[src/sv/tcf_pkg.sv]
// tcf_pkg: types, constants and the ones' complement adder shared by the
// tcp/ipv4 checksum fill unit; no dependencies
package tcf_pkg;

  localparam logic [7:0]  PROTO_TCP    = 8'd6;
  localparam logic [15:0] CNT_MAX      = 16'hffff;
  localparam logic [15:0] MIN_PKT_LEN  = 16'd20;
  localparam logic [3:0]  MIN_IHL      = 4'd5;
  localparam logic [15:0] IDX_IHL      = 16'd0;
  localparam logic [15:0] IDX_LEN_HI   = 16'd2;
  localparam logic [15:0] IDX_LEN_LO   = 16'd3;
  localparam logic [15:0] IDX_PROTO    = 16'd9;
  localparam logic [15:0] IDX_IPCS_HI  = 16'd10;
  localparam logic [15:0] IDX_IPCS_LO  = 16'd11;
  localparam logic [15:0] IDX_ADDR_LO  = 16'd12;
  localparam logic [15:0] IDX_ADDR_END = 16'd20;
  localparam logic [15:0] OFF_TCPCS_HI = 16'd16;
  localparam logic [15:0] OFF_TCPCS_LO = 16'd17;

  typedef enum logic [1:0] {
    ST_OK      = 2'd0,
    ST_NOT_TCP = 2'd1,
    ST_BAD_IHL = 2'd2,
    ST_TRUNC   = 2'd3
  } status_t;

  // packet totals captured on the last byte
  typedef struct packed {
    logic [15:0] byte_count;
    logic [3:0]  hdr_words;
    logic [7:0]  proto_seen;
    logic [15:0] total_len;
    logic [15:0] hdr_sum;
    logic [15:0] seg_sum;
  } snap_t;

  function automatic logic [15:0] oc_add(input logic [15:0] a, input logic [15:0] v);
    logic [16:0] s;
    s = {1'b0, a} + {1'b0, v};
    return s[15:0] + {15'd0, s[16]};
  endfunction

endpackage

[src/sv/tcf_ifs.sv]
// tcf_in_if / tcf_out_if: valid/ready channels of the checksum fill unit
// no dependencies
interface tcf_in_if;
  logic       valid;
  logic       ready;
  logic [7:0] pkt_byte;
  logic       last_byte;
  modport source (output valid, output pkt_byte, output last_byte, input ready);
  modport sink   (input valid, input pkt_byte, input last_byte, output ready);
endinterface

interface tcf_out_if;
  logic        valid;
  logic        ready;
  logic [15:0] ip_checksum;
  logic [15:0] tcp_checksum;
  logic [1:0]  status;
  modport source (output valid, output ip_checksum, output tcp_checksum, output status,
                  input ready);
  modport sink   (input valid, input ip_checksum, input tcp_checksum, input status,
                  output ready);
endinterface

[src/sv/tcf_accum.sv]
// tcf_accum: per-byte header capture and running ones' complement sums,
// with a snapshot register loaded on the last byte; depends on tcf_pkg
module tcf_accum (
  input  logic          clk,
  input  logic          rst_n,
  input  logic          in_transfer,
  input  logic [7:0]    in_pkt_byte,
  input  logic          in_last_byte,
  output logic          in_ready,
  input  logic          snap_ready,
  output logic          snap_valid,
  output tcf_pkg::snap_t snap
);
  import tcf_pkg::*;

  logic [15:0] byte_count_r, byte_count_nxt;
  logic [3:0]  hdr_words_r, hdr_words_nxt;
  logic [7:0]  proto_seen_r, proto_seen_nxt;
  logic [15:0] total_len_r, total_len_nxt;
  logic [15:0] hdr_sum_r, hdr_sum_nxt;
  logic [15:0] seg_sum_r, seg_sum_nxt;
  logic        snap_valid_r;
  snap_t       snap_r;

  logic [15:0] idx;
  logic [15:0] hlen;
  logic [15:0] contrib;
  logic [15:0] seg_mid;
  logic        hdr_hit;
  logic        addr_hit;
  logic        seg_hit;

  always_comb begin
    idx            = byte_count_r;
    hdr_words_nxt  = hdr_words_r;
    total_len_nxt  = total_len_r;
    proto_seen_nxt = proto_seen_r;
    if (idx == IDX_IHL) begin
      hdr_words_nxt = in_pkt_byte[3:0];
    end else if (idx == IDX_LEN_HI) begin
      total_len_nxt = {in_pkt_byte, total_len_r[7:0]};
    end else if (idx == IDX_LEN_LO) begin
      total_len_nxt = {total_len_r[15:8], in_pkt_byte};
    end else if (idx == IDX_PROTO) begin
      proto_seen_nxt = in_pkt_byte;
    end
    hlen    = {10'd0, hdr_words_nxt, 2'b00};
    contrib = idx[0] ? {8'd0, in_pkt_byte} : {in_pkt_byte, 8'd0};

    // header checksum field counts as zero
    hdr_hit  = (idx < hlen) && (idx != IDX_IPCS_HI) && (idx != IDX_IPCS_LO);
    // pseudo-header addresses
    addr_hit = (idx >= IDX_ADDR_LO) && (idx < IDX_ADDR_END);
    // segment bytes, tcp checksum field counts as zero
    seg_hit  = (idx >= hlen) && (idx < total_len_nxt) &&
               (idx != hlen + OFF_TCPCS_HI) && (idx != hlen + OFF_TCPCS_LO);

    hdr_sum_nxt    = hdr_hit ? oc_add(hdr_sum_r, contrib) : hdr_sum_r;
    seg_mid        = addr_hit ? oc_add(seg_sum_r, contrib) : seg_sum_r;
    seg_sum_nxt    = seg_hit ? oc_add(seg_mid, contrib) : seg_mid;
    byte_count_nxt = (byte_count_r == CNT_MAX) ? byte_count_r : byte_count_r + 16'd1;
  end

  // snapshot slot is free or being emptied this cycle
  assign in_ready = !snap_valid_r || snap_ready;

  always_ff @(posedge clk) begin
    if (!rst_n) begin
      byte_count_r <= '0;
      hdr_words_r  <= '0;
      proto_seen_r <= '0;
      total_len_r  <= '0;
      hdr_sum_r    <= '0;
      seg_sum_r    <= '0;
      snap_valid_r <= 1'b0;
    end else begin
      if (in_transfer) begin
        if (in_last_byte) begin
          byte_count_r <= '0;
          hdr_words_r  <= '0;
          proto_seen_r <= '0;
          total_len_r  <= '0;
          hdr_sum_r    <= '0;
          seg_sum_r    <= '0;
        end else begin
          byte_count_r <= byte_count_nxt;
          hdr_words_r  <= hdr_words_nxt;
          proto_seen_r <= proto_seen_nxt;
          total_len_r  <= total_len_nxt;
          hdr_sum_r    <= hdr_sum_nxt;
          seg_sum_r    <= seg_sum_nxt;
        end
      end
      if (in_transfer && in_last_byte) begin
        snap_valid_r <= 1'b1;
      end else if (snap_ready) begin
        snap_valid_r <= 1'b0;
      end
    end
  end

  always_ff @(posedge clk) begin
    if (in_transfer && in_last_byte) begin
      snap_r.byte_count <= byte_count_nxt;
      snap_r.hdr_words  <= hdr_words_nxt;
      snap_r.proto_seen <= proto_seen_nxt;
      snap_r.total_len  <= total_len_nxt;
      snap_r.hdr_sum    <= hdr_sum_nxt;
      snap_r.seg_sum    <= seg_sum_nxt;
    end
  end

  assign snap_valid = snap_valid_r;
  assign snap       = snap_r;

endmodule

[src/sv/tcf_finish.sv]
// tcf_finish: pseudo-header length fold, status decode and result register
// depends on tcf_pkg
module tcf_finish (
  input  logic           clk,
  input  logic           rst_n,
  input  logic           snap_valid,
  input  tcf_pkg::snap_t snap,
  output logic           snap_ready,
  output logic           out_valid,
  input  logic           out_ready,
  output logic [15:0]    out_ip_checksum,
  output logic [15:0]    out_tcp_checksum,
  output logic [1:0]     out_status
);
  import tcf_pkg::*;

  logic        out_valid_r;
  logic [15:0] ip_cs_r, ip_cs_nxt;
  logic [15:0] tcp_cs_r, tcp_cs_nxt;
  status_t     status_r, status_nxt;

  logic        free;
  logic [15:0] hlen;
  logic [15:0] seglen;
  logic [15:0] seg_final;

  always_comb begin
    hlen      = {10'd0, snap.hdr_words, 2'b00};
    seglen    = snap.total_len - hlen;
    seg_final = oc_add(oc_add(snap.seg_sum, {8'd0, PROTO_TCP}), seglen);

    if (snap.byte_count < MIN_PKT_LEN) begin
      status_nxt = ST_TRUNC;
    end else if (snap.hdr_words < MIN_IHL) begin
      status_nxt = ST_BAD_IHL;
    end else if ((snap.byte_count < snap.total_len) || (snap.total_len < hlen)) begin
      status_nxt = ST_TRUNC;
    end else if (snap.proto_seen != PROTO_TCP) begin
      status_nxt = ST_NOT_TCP;
    end else begin
      status_nxt = ST_OK;
    end

    ip_cs_nxt  = ((status_nxt == ST_OK) || (status_nxt == ST_NOT_TCP)) ? ~snap.hdr_sum : '0;
    tcp_cs_nxt = (status_nxt == ST_OK) ? ~seg_final : '0;
  end

  assign free       = !out_valid_r || out_ready;
  assign snap_ready = free;

  always_ff @(posedge clk) begin
    if (!rst_n) begin
      out_valid_r <= 1'b0;
    end else if (free) begin
      out_valid_r <= snap_valid;
    end
  end

  always_ff @(posedge clk) begin
    if (free && snap_valid) begin
      ip_cs_r  <= ip_cs_nxt;
      tcp_cs_r <= tcp_cs_nxt;
      status_r <= status_nxt;
    end
  end

  assign out_valid        = out_valid_r;
  assign out_ip_checksum  = ip_cs_r;
  assign out_tcp_checksum = tcp_cs_r;
  assign out_status       = status_r;

endmodule

[src/sv/tcp_ipv4_checksum_fill_unit.sv]
// tcp_ipv4_checksum_fill_unit: top level of the ipv4 header / tcp checksum generator
// depends on tcf_pkg, tcf_ifs, tcf_accum and tcf_finish
//
// Takes an ipv4 packet one byte per transfer, last byte marked, and gives one
// result per packet: the complemented ip header checksum, the complemented tcp
// checksum over pseudo-header and segment, and a status (ok, not tcp, header
// length under five words, truncated). One byte is accepted every cycle while
// in_ready is high; the accumulators fold each byte in the cycle it arrives.
// The result passes through a snapshot register and then a result register,
// and input stalls only when both of those hold results that the sink has
// not taken.
module tcp_ipv4_checksum_fill_unit (
  input  logic      clk,
  input  logic      rst_n,
  tcf_in_if.sink    in_ch,
  tcf_out_if.source out_ch
);
  import tcf_pkg::*;

  logic  in_transfer;
  logic  in_ready;
  logic  snap_valid;
  logic  snap_ready;
  snap_t snap;

  assign in_ch.ready = in_ready;
  assign in_transfer = in_ch.valid && in_ready;

  tcf_accum u_accum (
    .clk          (clk),
    .rst_n        (rst_n),
    .in_transfer  (in_transfer),
    .in_pkt_byte  (in_ch.pkt_byte),
    .in_last_byte (in_ch.last_byte),
    .in_ready     (in_ready),
    .snap_ready   (snap_ready),
    .snap_valid   (snap_valid),
    .snap         (snap)
  );

  tcf_finish u_finish (
    .clk              (clk),
    .rst_n            (rst_n),
    .snap_valid       (snap_valid),
    .snap             (snap),
    .snap_ready       (snap_ready),
    .out_valid        (out_ch.valid),
    .out_ready        (out_ch.ready),
    .out_ip_checksum  (out_ch.ip_checksum),
    .out_tcp_checksum (out_ch.tcp_checksum),
    .out_status       (out_ch.status)
  );

endmodule
[src/flat_wrapper.sv]
// flat-port wrapper written by rule: the top's interface ports become plain ports
module tcp_ipv4_checksum_fill_unit_flat import tcf_pkg::*;
  (clk, rst_n, in_ch_valid, in_ch_pkt_byte, in_ch_last_byte, in_ch_ready, out_ch_valid, out_ch_ip_checksum, out_ch_tcp_checksum, out_ch_status, out_ch_ready);
  tcf_in_if in_ch_i ();
  tcf_out_if out_ch_i ();
  input  logic clk;
  input  logic rst_n;
  input wire logic [$bits(in_ch_i.valid)-1:0] in_ch_valid;
  input wire logic [$bits(in_ch_i.pkt_byte)-1:0] in_ch_pkt_byte;
  input wire logic [$bits(in_ch_i.last_byte)-1:0] in_ch_last_byte;
  output wire logic [$bits(in_ch_i.ready)-1:0] in_ch_ready;
  output wire logic [$bits(out_ch_i.valid)-1:0] out_ch_valid;
  output wire logic [$bits(out_ch_i.ip_checksum)-1:0] out_ch_ip_checksum;
  output wire logic [$bits(out_ch_i.tcp_checksum)-1:0] out_ch_tcp_checksum;
  output wire logic [$bits(out_ch_i.status)-1:0] out_ch_status;
  input wire logic [$bits(out_ch_i.ready)-1:0] out_ch_ready;
  assign in_ch_i.valid = in_ch_valid;
  assign in_ch_i.pkt_byte = in_ch_pkt_byte;
  assign in_ch_i.last_byte = in_ch_last_byte;
  assign in_ch_ready = in_ch_i.ready;
  assign out_ch_valid = out_ch_i.valid;
  assign out_ch_ip_checksum = out_ch_i.ip_checksum;
  assign out_ch_tcp_checksum = out_ch_i.tcp_checksum;
  assign out_ch_status = out_ch_i.status;
  assign out_ch_i.ready = out_ch_ready;
  tcp_ipv4_checksum_fill_unit u_core (.clk(clk), .rst_n(rst_n), .in_ch(in_ch_i), .out_ch(out_ch_i));
endmodule
[config.mk]
export PLATFORM = sky130hd
export DESIGN_NAME = tcp_ipv4_checksum_fill_unit_flat
export DESIGN_NICKNAME = d
export VERILOG_FILES = /design/src/sv/tcf_pkg.sv /design/src/sv/tcf_ifs.sv /design/src/sv/tcf_accum.sv /design/src/sv/tcf_finish.sv /design/src/sv/tcp_ipv4_checksum_fill_unit.sv /design/src/flat_wrapper.sv
export SDC_FILE = /design/constraint.sdc
export NUM_CORES = 1
export LEC_CHECK = 0
export BUFFER_PORTS_ARGS = -buffer_cell sky130_fd_sc_hd__buf_2
export CORE_ASPECT_RATIO = 1.1
export CORE_MARGIN = 3
export CORE_UTILIZATION = 50
export CTS_BUF_LIST = sky130_fd_sc_hd__clkbuf_8
export CTS_CLUSTER_SIZE = 40
export DETAILED_ROUTE_END_ITERATION = 8
export HOLD_SLACK_MARGIN = 0.05
export PLACE_DENSITY = 0.63
export SYNTH_ARGS = -nofsm -noshare
export SYNTH_HDL_FRONTEND = slang
export SYNTH_SLANG_ARGS = --single-unit
[constraint.sdc]
create_clock -name clk -period 24.8 [get_ports clk]
set_input_delay 3.72 -clock clk [delete_from_list [all_inputs] [get_ports clk]]
set_output_delay 3.72 -clock clk [all_outputs]
set_load 0.1 [all_outputs]
==> run_results.csv <==
group,metric,value,unit
global_routing,grt_usage,26.1,%
routing,route.final.wire_length,41200,um
cells_and_area,finish.utilization,54.1,%
worst_setup_path,crit_path_max_incr_delay,0.54,ns
floorplanning,start_util,51.1,%
worst_setup_path,cp_max_fo,21,
timing,setup-tns-final,0,ns
synth,synth_ff_type,"edfxtp_1",
placement,dp.cells,2038,
synth,synthArstFlopShare,0,%
clock_tree,postCtsSetupRepairBufs,0,
timing,fmax,84.7,MHz
clock_tree,cts_resized,0,
cells_and_area,drive_above_1_share,8.23,%
synth,yosysWarnings,0,
cells_and_area,mostFrequentLayoutCells,"144 x nand2_1, 126 x nor2_1, 110 x edfxtp_1, 108 x ha_1, 99 x o21ai_0",
timing,hold_violations,0,
worst_setup_path,worst_ep_required_time,25.05,ns
routing,vias,12559,
routing,avgViaCountPerCell,6.07,
power,vdd_ir_drop_max,0.0000331,V
clock_tree,ctsRootBufferMaster,"clkbuf_8",
floorplanning,dieWidth,170,um
floorplanning,num_io_pins,49,
synth,netlist_area,14800,sq um
routing,avgRoutedWirePerCell,19.9,um
synth,syn_inst,1694,
cells_and_area,n_antenna_cell,0,
timing,min_period,11.81,ns
floorplanning,coreArea,28900,sq um
placement,gp_congestion,0.997,
worst_setup_path,worst-path-stages,41,
worst_setup_path,critPathLaunchType,"input port",
outcome,status,"complete, no violations",
worst_setup_path,worstPathArrival,12.05,ns
synth,ys_ff_latch,188,
clock_tree,cts_sinks,188,
timing,skew,0.0173,ns
timing,rsz0062_at_grt,"no",
min_path,hold_depth,2,
floorplanning,floorplan.die_area,31600,sq um
routing,drc,0,
timing,fin_crit_sh,47.6,%
synth,synth.avg_cell_area,8.71,sq um
cells_and_area,final_cell_area,15600,sq um
cells_and_area,syn_to_final_growth,5.95,%
clock_tree,hold_buffers,0,
global_routing,grt_pass1_vias,11764,
worst_setup_path,critPathTopFamily,"compound AO/OA/AOI/OAI gates",
worst_setup_path,cpMaxStageDelayCell,"a2111oi_2",
cells_and_area,fillers,2702,
routing,initialDrtViolationCount,886,
clock_tree,cts.clk_slew.worst_paths,0.11,ns
power,total_power,693,uW
routing,drt_pass1_iterations,7,
cells_and_area,multiInputGateArea,9240,sq um
clock_tree,ctsLongestPathBuffers,2,
worst_setup_path,crit_top_cell,"ha_1",
synth,synth_cell_type_count,101,
worst_setup_path,setup.worst_path.end_class,"register",
floorplanning,die-height,186,um
power,p_leak,6.09,nW
synth,synth_edf_count,110,
min_path,hold_class,"register to register",
global_routing,grt_max_degree,77,
clock_tree,htreeDepth,4,
clock_tree,cts_tree,"done",
cells_and_area,nets,1812,
placement,place_hpwl,31500,um
synth,syn-num-nets,1817,
global_routing,grt_overflow,0,
timing,setup_viol,0,
global_routing,grt_pass1_wl,64400,um
timing,slew_violations,0,
power,power_density,44.3,nW/um^2
worst_setup_path,rrSetupSlack,15.88,ns
cells_and_area,final_cells,2070,
synth,seq_area_frac_synth,33.0,%
global_routing,antenna_found_initial,1,
routing,antenna_left,0,
timing,tightestPinTransition,1.10,ns
clock_tree,clk_latency,0.49,ns
placement,place_area,15200,sq um
worst_setup_path,critical_path_buf_inv_count,3,
timing,slew_headroom,26.6,%
run,max_cap_viol_count,0,
cells_and_area,final_common_cell,"nand2_1",
placement,port_buffers,48,
clock_tree,cts_inserted_buffers,17,
floorplanning,num_rows,65,
worst_setup_path,crit_type,"input port to register",
cells_and_area,layout.area.seq,4870,sq um
worst_setup_path,reg2reg_depth,40,
worst reg2reg max path: cells and delay by family (launching register included):
kind	cells	cell delay, ns
AO/OA/AOI/OAI	17	3.75
adder cells (fa/ha/maj)	7	1.89
AND/OR/NAND/NOR	11	1.59
flip-flops	1	0.60
multiplexers	2	0.54
buffers and inverters	2	0.22
XOR/XNOR	1	0.08
registers in the layout, indices dropped and copies added (netlist names):
| register | flops |
|---|---|
| u_core.u_accum.snap_valid | 1 |
| u_core.u_finish.out_status | 2 |
| u_core.u_accum.snap | 76 |
| u_core.u_finish.out_ip_checksum | 16 |
| u_core.u_accum.seg_sum_r | 16 |
| u_core.u_accum.proto_seen_r | 8 |
| u_core.u_accum.total_len_r | 16 |
| u_core.u_accum.hdr_sum_r | 16 |
| u_core.u_finish.out_valid | 1 |
| u_core.u_accum.hdr_words_r | 4 |
| u_core.u_accum.byte_count_r | 16 |
| u_core.u_finish.out_tcp_checksum | 16 |
worst paths after layout:
path	endpoint	start
hold / removal	u_core.u_accum.hdr_sum_r[14]$_SDFFE_PN0P_	u_core.u_accum.hdr_sum_r[14]$_SDFFE_PN0P_
setup reg to reg	u_core.u_accum.snap[6]$_DFFE_PP_	u_core.u_accum.byte_count_r[0]$_SDFFE_PN0P_
hold reg to reg	u_core.u_accum.hdr_sum_r[14]$_SDFFE_PN0P_	u_core.u_accum.hdr_sum_r[14]$_SDFFE_PN0P_
setup / recovery	u_core.u_accum.snap[6]$_DFFE_PP_	in_ch_pkt_byte[1]
area by class of cell:
type                    instances  area share [%]
repair buffers                 58            2.02
clock buffers                  19            1.67
multi-input cells            1335            59.1
flip-flops and latches        188            31.1
inverters                      89            2.14
clock inverters                13           0.969
well taps                     368            2.95
where the power goes:
group / switching [mW] / internal (mW)
combinational: 0.0870 / 0.0435
clock: 0.120 / 0.0979
sequential: 0.00587 / 0.339
logic make-up after synthesis:
group / share of synthesized area, %
simple gates: 22.0
xor+xnor: 8.66
compound gates: 19.1
flops: 33.0
mux: 3.31
fa+ha+maj: 9.57
buf+inv: 4.46
cells in the mapped netlist, types with 23 or more instances:
cell type	number	area, sq um
o21ai_0	100	500
nor2_1	127	477
xor2_1	45	394
mux2i_1	27	270
xnor2_1	93	815
nand3_1	59	295
edfxtp_1	110	3300
nor3_1	39	195
a22oi_1	42	315
and2_1	41	257
inv_1	89	334
a21o_1	30	225
nand4_1	25	156
a21oi_1	78	390
and3_1	23	144
ha_1	108	1350
nor2b_1	59	369
clkbuf_1	71	267
dfxtp_1	78	1560
nand2_1	145	544
metrics by stage:
step	worst slack, ns	hold WS, ns
6_report	12.99	0.519
3_3_place_gp	12.78	0.485
3_5_place_dp	12.59	0.497
5_1_grt	12.26	0.541
2_1_floorplan	13.79	0.452
4_1_cts	13.09	0.512
per-layer routing:
metal	track usage [%]	wire [um]
met5	0	0
met4	8.15	1110
met3	3.97	2350
met2	44.9	19800
met1	34.0	18000
Note: power is estimated with default switching activity, not from simulation.
